File: src/rtl/pic_pkg.sv
// Package for the platform interrupt controller: constants, codes and types
// shared by the controller, datapath and top level. No dependencies.
package pic_pkg;

  localparam int NumSourcesDef  = 32;
  localparam int NumContextsDef = 2;

  localparam logic [25:0] PendBase   = 26'h0001000;
  localparam logic [25:0] EnabBase   = 26'h0002000;
  localparam logic [25:0] ThrBase    = 26'h0200000;
  localparam int          EnabStride = 'h80;
  localparam int          ThrStride  = 'h1000;

  typedef enum logic [1:0] {
    OP_READ   = 2'd0,
    OP_WRITE  = 2'd1,
    OP_SAMPLE = 2'd2,
    OP_NONE   = 2'd3
  } op_t;

  typedef enum logic [2:0] {
    K_PRIO, K_PEND, K_ENAB, K_THR, K_CLAIM, K_BAD
  } kind_t;

  typedef enum logic [2:0] {
    ST_IDLE, ST_EXEC, ST_SCAN, ST_CLAIM, ST_DONE
  } state_t;

  typedef struct packed {
    logic load;
    logic exec;
    logic scan_start;
    logic scan_step;
    logic claim;
    logic finish;
  } ctl_cmd_t;

  typedef struct packed {
    logic is_claim;
    logic scan_last;
  } dp_sts_t;

endpackage

File: src/rtl/platform_interrupt_controller_unit.sv
// Platform-level interrupt controller with machine and supervisor contexts.
// Each item is a bus read, a bus write, or a sample of the source lines.
// The in_ channel takes an item when in_valid is high and in_stall low; the
// out_ channel gives one result item per input item under the same rule.
// A plain item is executed in ST_EXEC, then scanned one source priority per
// cycle in ST_SCAN, and out_valid rises in ST_DONE (a claim read first scans
// in ST_CLAIM to pick, then once more in ST_SCAN for meip/seip).
// One item is in flight at a time; in_stall stays high until its result
// has been taken, so no new item is taken before the last one is through.
// meip and seip give whether context 0 and 1 have a claimable source after
// the item. A stalled result holds its value until taken.
// Reset clears all priorities, enables, thresholds, pending and gateway
// bits, and leaves the block ready for an item.
// Depends on pic_pkg, pic_ctrl and pic_dp.
module platform_interrupt_controller_unit #(
  parameter int NUM_SOURCES  = pic_pkg::NumSourcesDef,
  parameter int NUM_CONTEXTS = pic_pkg::NumContextsDef
) (
  input  logic        clk,
  input  logic        rst_n,
  input  logic        in_valid,
  output logic        in_stall,
  input  logic [1:0]  in_opcode,
  input  logic [25:0] in_offset,
  input  logic [3:0]  in_access_bytes,
  input  logic [31:0] in_write_data,
  input  logic [31:0] in_irq_lines,
  output logic        out_valid,
  input  logic        out_stall,
  output logic [31:0] out_read_data,
  output logic        out_access_error,
  output logic        out_meip,
  output logic        out_seip
);
  import pic_pkg::*;

  ctl_cmd_t cmd;
  dp_sts_t  sts;

  pic_ctrl u_ctrl (
    .clk, .rst_n, .in_valid, .in_stall, .out_valid, .out_stall, .cmd, .sts
  );

  pic_dp #(.NumSources(NUM_SOURCES), .NumContexts(NUM_CONTEXTS)) u_dp (
    .clk, .rst_n, .cmd, .sts, .in_opcode, .in_offset, .in_access_bytes,
    .in_write_data, .in_irq_lines, .out_read_data, .out_access_error,
    .out_meip, .out_seip
  );

`ifndef SYNTHESIS
  a_no_take_busy: assert property (@(posedge clk) disable iff (!rst_n)
    out_valid |-> in_stall) else $error("item taken while result waits");
  a_err_no_data: assert property (@(posedge clk) disable iff (!rst_n)
    (out_valid && out_access_error) |-> out_read_data == 32'd0)
    else $error("error result carries data");
  a_one_start: assert property (@(posedge clk) disable iff (!rst_n)
    (in_valid && !in_stall) |=> !out_valid) else $error("result too early");
`endif
endmodule

File: src/rtl/pic_ctrl.sv
// Sequencer of the interrupt controller: item handshake and scan control.
// Depends on pic_pkg.
module pic_ctrl (
  input  logic              clk,
  input  logic              rst_n,
  input  logic              in_valid,
  output logic              in_stall,
  output logic              out_valid,
  input  logic              out_stall,
  output pic_pkg::ctl_cmd_t cmd,
  input  pic_pkg::dp_sts_t  sts
);
  import pic_pkg::*;

  state_t state_r, state_nxt;

  always_ff @(posedge clk) begin
    if (!rst_n) state_r <= ST_IDLE;
    else        state_r <= state_nxt;
  end

  always_comb begin
    state_nxt = state_r;
    cmd       = '0;
    in_stall  = 1'b1;
    out_valid = 1'b0;
    case (state_r)
      ST_IDLE: begin
        in_stall = 1'b0;
        if (in_valid) begin
          cmd.load  = 1'b1;
          state_nxt = ST_EXEC;
        end
      end
      ST_EXEC: begin
        if (sts.is_claim) begin
          cmd.scan_start = 1'b1;
          state_nxt      = ST_CLAIM;
        end else begin
          cmd.exec       = 1'b1;
          cmd.scan_start = 1'b1;
          state_nxt      = ST_SCAN;
        end
      end
      ST_CLAIM: begin
        cmd.scan_step = 1'b1;
        if (sts.scan_last) begin
          cmd.claim      = 1'b1;
          cmd.scan_start = 1'b1;
          state_nxt      = ST_SCAN;
        end
      end
      ST_SCAN: begin
        cmd.scan_step = 1'b1;
        if (sts.scan_last) begin
          cmd.finish = 1'b1;
          state_nxt  = ST_DONE;
        end
      end
      ST_DONE: begin
        out_valid = 1'b1;
        if (!out_stall) state_nxt = ST_IDLE;
      end
      default: state_nxt = ST_IDLE;
    endcase
  end
endmodule

File: src/rtl/pic_dp.sv
// Datapath of the interrupt controller: decode, register file, gateways and
// the one-source-per-cycle priority scan for every context. Depends on pic_pkg.
module pic_dp #(
  parameter int NumSources  = pic_pkg::NumSourcesDef,
  parameter int NumContexts = pic_pkg::NumContextsDef
) (
  input  logic              clk,
  input  logic              rst_n,
  input  pic_pkg::ctl_cmd_t cmd,
  output pic_pkg::dp_sts_t  sts,
  input  logic [1:0]        in_opcode,
  input  logic [25:0]       in_offset,
  input  logic [3:0]        in_access_bytes,
  input  logic [31:0]       in_write_data,
  input  logic [31:0]       in_irq_lines,
  output logic [31:0]       out_read_data,
  output logic              out_access_error,
  output logic              out_meip,
  output logic              out_seip
);
  import pic_pkg::*;

  localparam int SrcW = (NumSources > 1) ? $clog2(NumSources) : 1;
  localparam int CtxW = $clog2(NumContexts);

  logic [1:0]  op_r;
  logic [25:0] off_r;
  logic [3:0]  bytes_r;
  logic [31:0] wd_r;
  logic [31:0] lines_r;

  logic [31:0]           prio_r [NumSources];
  logic [NumSources-1:0] pend_r, busy_r;
  logic [NumSources-1:0] en_r   [NumContexts];
  logic [31:0]           thr_r  [NumContexts];

  logic [SrcW-1:0]       scan_r;
  logic [SrcW-1:0]       best_r [NumContexts];
  logic [31:0]           bestp_r [NumContexts];
  logic [NumContexts-1:0] hit_r;
  logic [31:0]           rd_r;
  logic                  err_r;

  logic [SrcW-1:0]        best_now [NumContexts];
  logic [NumContexts-1:0] hit_now;

  kind_t          kind;
  logic [CtxW-1:0] ctx;
  logic [SrcW-1:0] pidx;
  logic [25:0]    rel;

  always_comb begin
    kind = K_BAD;
    ctx  = '0;
    pidx = off_r[SrcW+1:2];
    rel  = '0;
    if (bytes_r == 4'd4) begin
      if (off_r < 26'(NumSources * 4)) begin
        kind = K_PRIO;
      end else if (off_r[25:2] == PendBase[25:2]) begin
        kind = K_PEND;
      end else if (off_r >= EnabBase && off_r < ThrBase) begin
        rel = off_r - EnabBase;
        if (rel[25:7] < 19'(NumContexts) && rel[6:2] == '0) begin
          kind = K_ENAB;
          ctx  = rel[7 +: CtxW];
        end
      end else if (off_r >= ThrBase) begin
        rel = off_r - ThrBase;
        if (rel[25:12] < 14'(NumContexts)) begin
          ctx = rel[12 +: CtxW];
          if (rel[11:2] == 10'd0)      kind = K_THR;
          else if (rel[11:2] == 10'd1) kind = K_CLAIM;
        end
      end
    end
  end

  assign sts.is_claim  = (op_r == OP_READ) && (kind == K_CLAIM);
  assign sts.scan_last = (scan_r == SrcW'(NumSources - 1));

  always_ff @(posedge clk) begin
    if (cmd.load) begin
      op_r    <= in_opcode;
      off_r   <= in_offset;
      bytes_r <= in_access_bytes;
      wd_r    <= in_write_data;
      lines_r <= in_irq_lines;
    end
  end

  always_ff @(posedge clk) begin
    if (!rst_n) begin
      pend_r <= '0;
      busy_r <= '0;
      for (int i = 0; i < NumSources; i++) prio_r[i] <= '0;
      for (int c = 0; c < NumContexts; c++) begin
        en_r[c]  <= '0;
        thr_r[c] <= '0;
      end
    end else begin
      if (cmd.exec) begin
        if (op_r == OP_WRITE && kind != K_BAD) begin
          case (kind)
            K_PRIO: if (pidx != '0) prio_r[pidx] <= wd_r;
            K_ENAB: en_r[ctx] <= wd_r[NumSources-1:0] & ~NumSources'(1);
            K_THR:  thr_r[ctx] <= wd_r;
            K_CLAIM: begin
              if (wd_r < 32'(NumSources)) busy_r[wd_r[SrcW-1:0]] <= 1'b0;
            end
            default: ;
          endcase
        end else if (op_r == OP_SAMPLE) begin
          busy_r <= busy_r | (lines_r[NumSources-1:0] & ~NumSources'(1) & ~busy_r);
          pend_r <= pend_r | (lines_r[NumSources-1:0] & ~NumSources'(1) & ~busy_r);
        end
      end
      if (cmd.claim) pend_r[best_now[ctx]] <= 1'b0;
    end
  end

  always_ff @(posedge clk) begin
    if (cmd.exec) begin
      rd_r  <= '0;
      err_r <= 1'b0;
      if ((op_r == OP_READ || op_r == OP_WRITE) && kind == K_BAD) err_r <= 1'b1;
      else if (op_r == OP_READ) begin
        case (kind)
          K_PRIO: rd_r <= prio_r[pidx];
          K_PEND: rd_r <= 32'(pend_r);
          K_ENAB: rd_r <= 32'(en_r[ctx]);
          K_THR:  rd_r <= thr_r[ctx];
          default: ;
        endcase
      end
    end else if (cmd.claim) begin
      rd_r  <= 32'(best_now[ctx]);
      err_r <= 1'b0;
    end
  end

  always_ff @(posedge clk) begin
    if (cmd.scan_start) begin
      scan_r <= SrcW'(1);
      for (int c = 0; c < NumContexts; c++) begin
        best_r[c]  <= '0;
        bestp_r[c] <= '0;
      end
    end else if (cmd.scan_step) begin
      scan_r <= scan_r + SrcW'(1);
      for (int c = 0; c < NumContexts; c++) begin
        if (pend_r[scan_r] && en_r[c][scan_r] && prio_r[scan_r] > thr_r[c] &&
            prio_r[scan_r] > bestp_r[c]) begin
          best_r[c]  <= scan_r;
          bestp_r[c] <= prio_r[scan_r];
        end
      end
    end
  end

  always_comb begin
    for (int c = 0; c < NumContexts; c++) begin
      best_now[c] = best_r[c];
      if (pend_r[scan_r] && en_r[c][scan_r] && prio_r[scan_r] > thr_r[c] &&
          prio_r[scan_r] > bestp_r[c]) best_now[c] = scan_r;
      hit_now[c] = (best_now[c] != '0);
    end
  end

  always_ff @(posedge clk) begin
    if (!rst_n)          hit_r <= '0;
    else if (cmd.finish) hit_r <= hit_now;
  end

  assign out_read_data    = rd_r;
  assign out_access_error = err_r;
  assign out_meip         = hit_r[0];
  assign out_seip         = hit_r[1];
endmodule

File: config.mk
export PLATFORM = sky130hd
export DESIGN_NAME = platform_interrupt_controller_unit
export DESIGN_NICKNAME = d
export VERILOG_FILES = /design/src/rtl/pic_pkg.sv /design/src/rtl/platform_interrupt_controller_unit.sv /design/src/rtl/pic_ctrl.sv /design/src/rtl/pic_dp.sv
export SDC_FILE = /design/constraint.sdc
export NUM_CORES = 2
export LEC_CHECK = 0
export BUFFER_PORTS_ARGS = -buffer_cell sky130_fd_sc_hd__buf_2
export CORE_MARGIN = 3
export CORE_UTILIZATION = 40
export DETAILED_ROUTE_END_ITERATION = 10
export SLEW_MARGIN = 20
export SYNTH_ARGS = -nofsm -noshare
export SYNTH_HDL_FRONTEND = slang
export SYNTH_SLANG_ARGS = --single-unit
File: constraint.sdc
create_clock -name clk -period 9.2 [get_ports clk]
set_clock_uncertainty 0.2 [all_clocks]
set_input_delay 1.38 -clock clk [delete_from_list [all_inputs] [get_ports clk]]
set_output_delay 1.38 -clock clk [all_outputs]
set_load 0.005 [all_outputs]
==> summary.txt <==
Status
  • Status: finished clean

Cells and area
  • Filler-free cell count of the finished design: 7557
  • Total Nets Final: 5185
  • Final-layout fill cell count: 15800
  • Fraction of final layout cells sized beyond drive strength 1: 0.268
  • Summed area of non-filler cells in the final layout: 0.0836 sq mm
  • Area overhead of the layout relative to synthesis: 12.7%
  • Util after Layout: 0.455

CTS
  • Clock latency reported for the late side of the worst-skew pair: 810 ps
  • Maximum root-to-sink buffer count: 3
  • Number of CTS-inserted buffers: 155
  • CTS tree: done
  • Clock transition time at the flip-flop clock pins of the worst setup and hold paths: 60 ps
  • Count of H-tree levels built during CTS: 4
  • Clock tree sinks: 1433
  • Post_cts resized: 0
  • Number of setup buffers added after CTS: 0
  • Count of hold buffers inserted by post-cts repair: 0
  • Cell chosen for the clock root: sky130_fd_sc_hd__clkbuf_16

Pwr
  • Switching power: 5.05 mW
  • P_int: 12.8 mW
  • Overall power of the completed layout: 17.8 mW
  • Switching power share of the total: 0.283
  • Clock network fraction of design power: 0.350
  • Register share of total power: 0.435
  • Total leakage power: 28.3 nW
  • Peak ir drop on the vdd network: 0.169 mV
  • Total power density per cell area: 213 mW/mm^2
  • Logic pwr share: 0.215

Floorplanning
  • Placeable core area: 0.184 sq mm
  • Die width: 437 um
  • Floorplan die area: 0.191 sq mm
  • I/O pin count: 137
  • Chip Height: 437 um
  • Initial Util: 0.404
  • Cell row count: 157

Synth
  • Adder and majority gate portion of the synthesized area: 0.0224
  • Unique masters post-synth: 76
  • Mean instance size in the synthesized netlist: 15.1 sq um
  • Share of synthesized area occupied by flip-flops and latches: 0.569
  • XOR/XNOR Fraction of Synth Area: 0.000118
  • Gate Count Post-Synth: 4900
  • Mux cell area share after synthesis: 0.221
  • Simple-gate share of the synthesized area: 0.123
  • Main area contributors after synthesis: sky130_fd_sc_hd__edfxtp_1, sky130_fd_sc_hd__mux4_2, sky130_fd_sc_hd__and2_1, sky130_fd_sc_hd__ha_1, sky130_fd_sc_hd__dfxtp_1
  • Post-synthesis sequential element count: 1433
  • Compound-Gate Fraction of Synth Area: 0.0336
  • Synthesized cell area: 0.0742 sq mm
  • Most used flip-flop cell after synthesis: sky130_fd_sc_hd__edfxtp_1
  • Cell type with the largest total area after synthesis: sky130_fd_sc_hd__edfxtp_1
  • Number of flops mapped to enable cells by yosys: 1350
  • Number of warnings reported in the yosys synthesis log: 0
  • Most repeated cell in the gate-level netlist after synthesis: sky130_fd_sc_hd__edfxtp_1
  • Share of the synthesized area in the top cell type: 0.547
  • Most used standard cells in the synthesized netlist: sky130_fd_sc_hd__edfxtp_1, sky130_fd_sc_hd__and2_1, sky130_fd_sc_hd__mux4_2
  • Main combinational cell family by area after synthesis: multiplexers
  • Fraction of registers with async set or reset after synthesis: 0

Timing
  • Fin crit share: 0.812
  • Unrepaired setup endpoints after global routing: no
  • Minimum setup slack in the final design: 1730 ps
  • Worst-case headroom to the max-slew limit: 0.189
  • Fmax: 134 MHz
  • Number of hold-slack violations in the final timing report: 0
  • Total count of max-transition violations in the final report: 0
  • Hold slack: 275 ps
  • Sum of negative setup slack: 0 ps
  • Count of endpoints failing setup in the final report: 0
  • Final critical-path required period: 7470 ps
  • Slew @ Worst Pin: 1210 ps

Worst setup path
  • Crit Path Category: reg2reg
  • Critical Path AT: 7970 ps
  • Crit. End Element: register
  • Required time of the critical path: 9700 ps
  • Worst Reg2Reg Path Length in Cells: 14
  • Worst setup SP type: register
  • Critical path fanouts, max: 26

Placed design
  • Worst slack after detailed placement: 1830 ps
  • Cell area after placement: 0.0785 sq mm
  • Cells after DPL: 7256
  • Post-detailed-placement half-perimeter wirelength: 156000 um
  • Port-buffer cells: 133
  • Gp weighted congestion: 0.924

Drt
  • Remaining antenna violation count after routing: 0
  • Number of search-and-repair iterations in the first detailed-routing pass: 6
  • Residual DRC count: 0
  • Initial drt markers: 5860
  • Vias after detailed routing: 45900
  • Routed len/inst: 33.1 um
  • Total routed wirelength: 250000 um
  • Vias per cell: 6.07

GRT
  • Pin count of the biggest net entering global routing: 73
  • Via count of the first global-routing pass: 46200
  • Initial antenna violation count: 29
  • Global-route wire length before repair: 350000 um
  • Congestion Overflow GR: 0
  • Overall global routing resource usage: 0.261

Hold path
  • Min-Delay Path Class: reg2reg
  • Startpoint of the tightest hold check path: u_dp.busy_r[7]
  • Min-Delay Path Depth: 2

Flow run
  • Number of max-cap violations: 0
-- final timing paths --
path / slack (ps) / to
worst min register to register: 280 / u_dp.busy_r[7]
worst min-delay path: 280 / u_dp.busy_r[7]
worst max register to register: 1730 / u_dp.pend_r[2]
worst max-delay path: 1730 / u_dp.pend_r[2]
-- power groups by stage --
stage          logic [mW]  clock network, mW  registers (mW)
2_1_floorplan        2.62                  0            7.72
3_3_place_gp         3.78                  0            7.86
3_5_place_dp         3.80                  0            7.88
4_1_cts              3.81               6.30            7.74
5_1_grt              4.05               6.55            7.78
6_report             3.83               6.23            7.74
-- layout by cell type, fill, tap and decap left out, types with 15 or more instances in the layout --
cell type                   count
sky130_fd_sc_hd__mux2i_1      107
sky130_fd_sc_hd__inv_1        145
sky130_fd_sc_hd__nand2_1       74
sky130_fd_sc_hd__edfxtp_1    1350
sky130_fd_sc_hd__dfxtp_1       72
sky130_fd_sc_hd__nand4_1       36
sky130_fd_sc_hd__mux2_2        37
sky130_fd_sc_hd__diode_2       17
sky130_fd_sc_hd__o221a_1       15
sky130_fd_sc_hd__ha_1         133
sky130_fd_sc_hd__buf_2        132
sky130_fd_sc_hd__nor2_4        34
sky130_fd_sc_hd__nor3_1        93
sky130_fd_sc_hd__clkinv_1      28
sky130_fd_sc_hd__buf_4        155
sky130_fd_sc_hd__o21ai_0       61
sky130_fd_sc_hd__a21oi_1      108
sky130_fd_sc_hd__nor2b_1       37
sky130_fd_sc_hd__mux4_2       660
sky130_fd_sc_hd__clkbuf_16    160
sky130_fd_sc_hd__a211oi_1      16
sky130_fd_sc_hd__clkbuf_1      40
sky130_fd_sc_hd__nor2_1       144
sky130_fd_sc_hd__or3_1         16
sky130_fd_sc_hd__o221a_2       37
sky130_fd_sc_hd__conb_1        32
sky130_fd_sc_hd__nand3_1       29
sky130_fd_sc_hd__o21ai_4       35
sky130_fd_sc_hd__and2_1      1052
sky130_fd_sc_hd__clkinv_2      22
-- sequential cells by signal, summed over array words and instances, names as in the netlist, 31 cells and up, named ones only --
register            count
u_dp.bestp_r           64
u_dp.busy_r            31
u_dp.en_r              62
u_dp.lines_r           31
u_dp.out_read_data     32
u_dp.pend_r            32
u_dp.prio_r          1024
u_dp.thr_r             64
u_dp.wd_r              32
-- logic make-up after synthesis --
family	count (synthesis)
flops	1433
xor+xnor	1
simple gates	1575
buf+inv	589
other cells	1
compound gates	363
fa+ha+maj	133
mux	805
-- layer usage --
| metal | up-vias | share of wire | GRT usage |
|---|---|---|---|
| met3 | 559 | 0.090 | 0.0518 |
| met1 | 24000 | 0.36 | 0.325 |
| li1 | 19000 | - | - |
| met5 | - | 0 | 0 |
| met4 | 0 | 0.050 | 0.120 |
| met2 | 2350 | 0.50 | 0.438 |
-- critical path, stage by stage (launching register included) --
cell and delay [ps]:
sky130_fd_sc_hd__dfxtp_4 820, sky130_fd_sc_hd__buf_4 510, sky130_fd_sc_hd__mux4_2 590, sky130_fd_sc_hd__mux4_2 600, sky130_fd_sc_hd__mux2_2 470, sky130_fd_sc_hd__ha_1 360
sky130_fd_sc_hd__nand4_1 180, sky130_fd_sc_hd__nor4_1 610, sky130_fd_sc_hd__o31ai_1 220, sky130_fd_sc_hd__o211a_1 210, sky130_fd_sc_hd__nor4b_2 740, sky130_fd_sc_hd__mux2i_4 250
sky130_fd_sc_hd__o211ai_1 780, sky130_fd_sc_hd__nand3_1 340, sky130_fd_sc_hd__o221a_2 370
-- final cells by class --
| cell class | instances | area, sq um | area share |
|---|---|---|---|
| sequential | 1433 | 42200 | 0.505 |
| multi-input combinational | 2909 | 30500 | 0.365 |
| clock buffer | 205 | 4220 | 0.0505 |
| tap | 2464 | 3080 | 0.0369 |
| timing repair buffer | 304 | 2160 | 0.0259 |
| clock inverter | 76 | 766 | 0.00916 |
| inverter | 149 | 562 | 0.00672 |
| antenna | 17 | 42.5 | 0.000509 |
(Power assumes the default switching activity.)
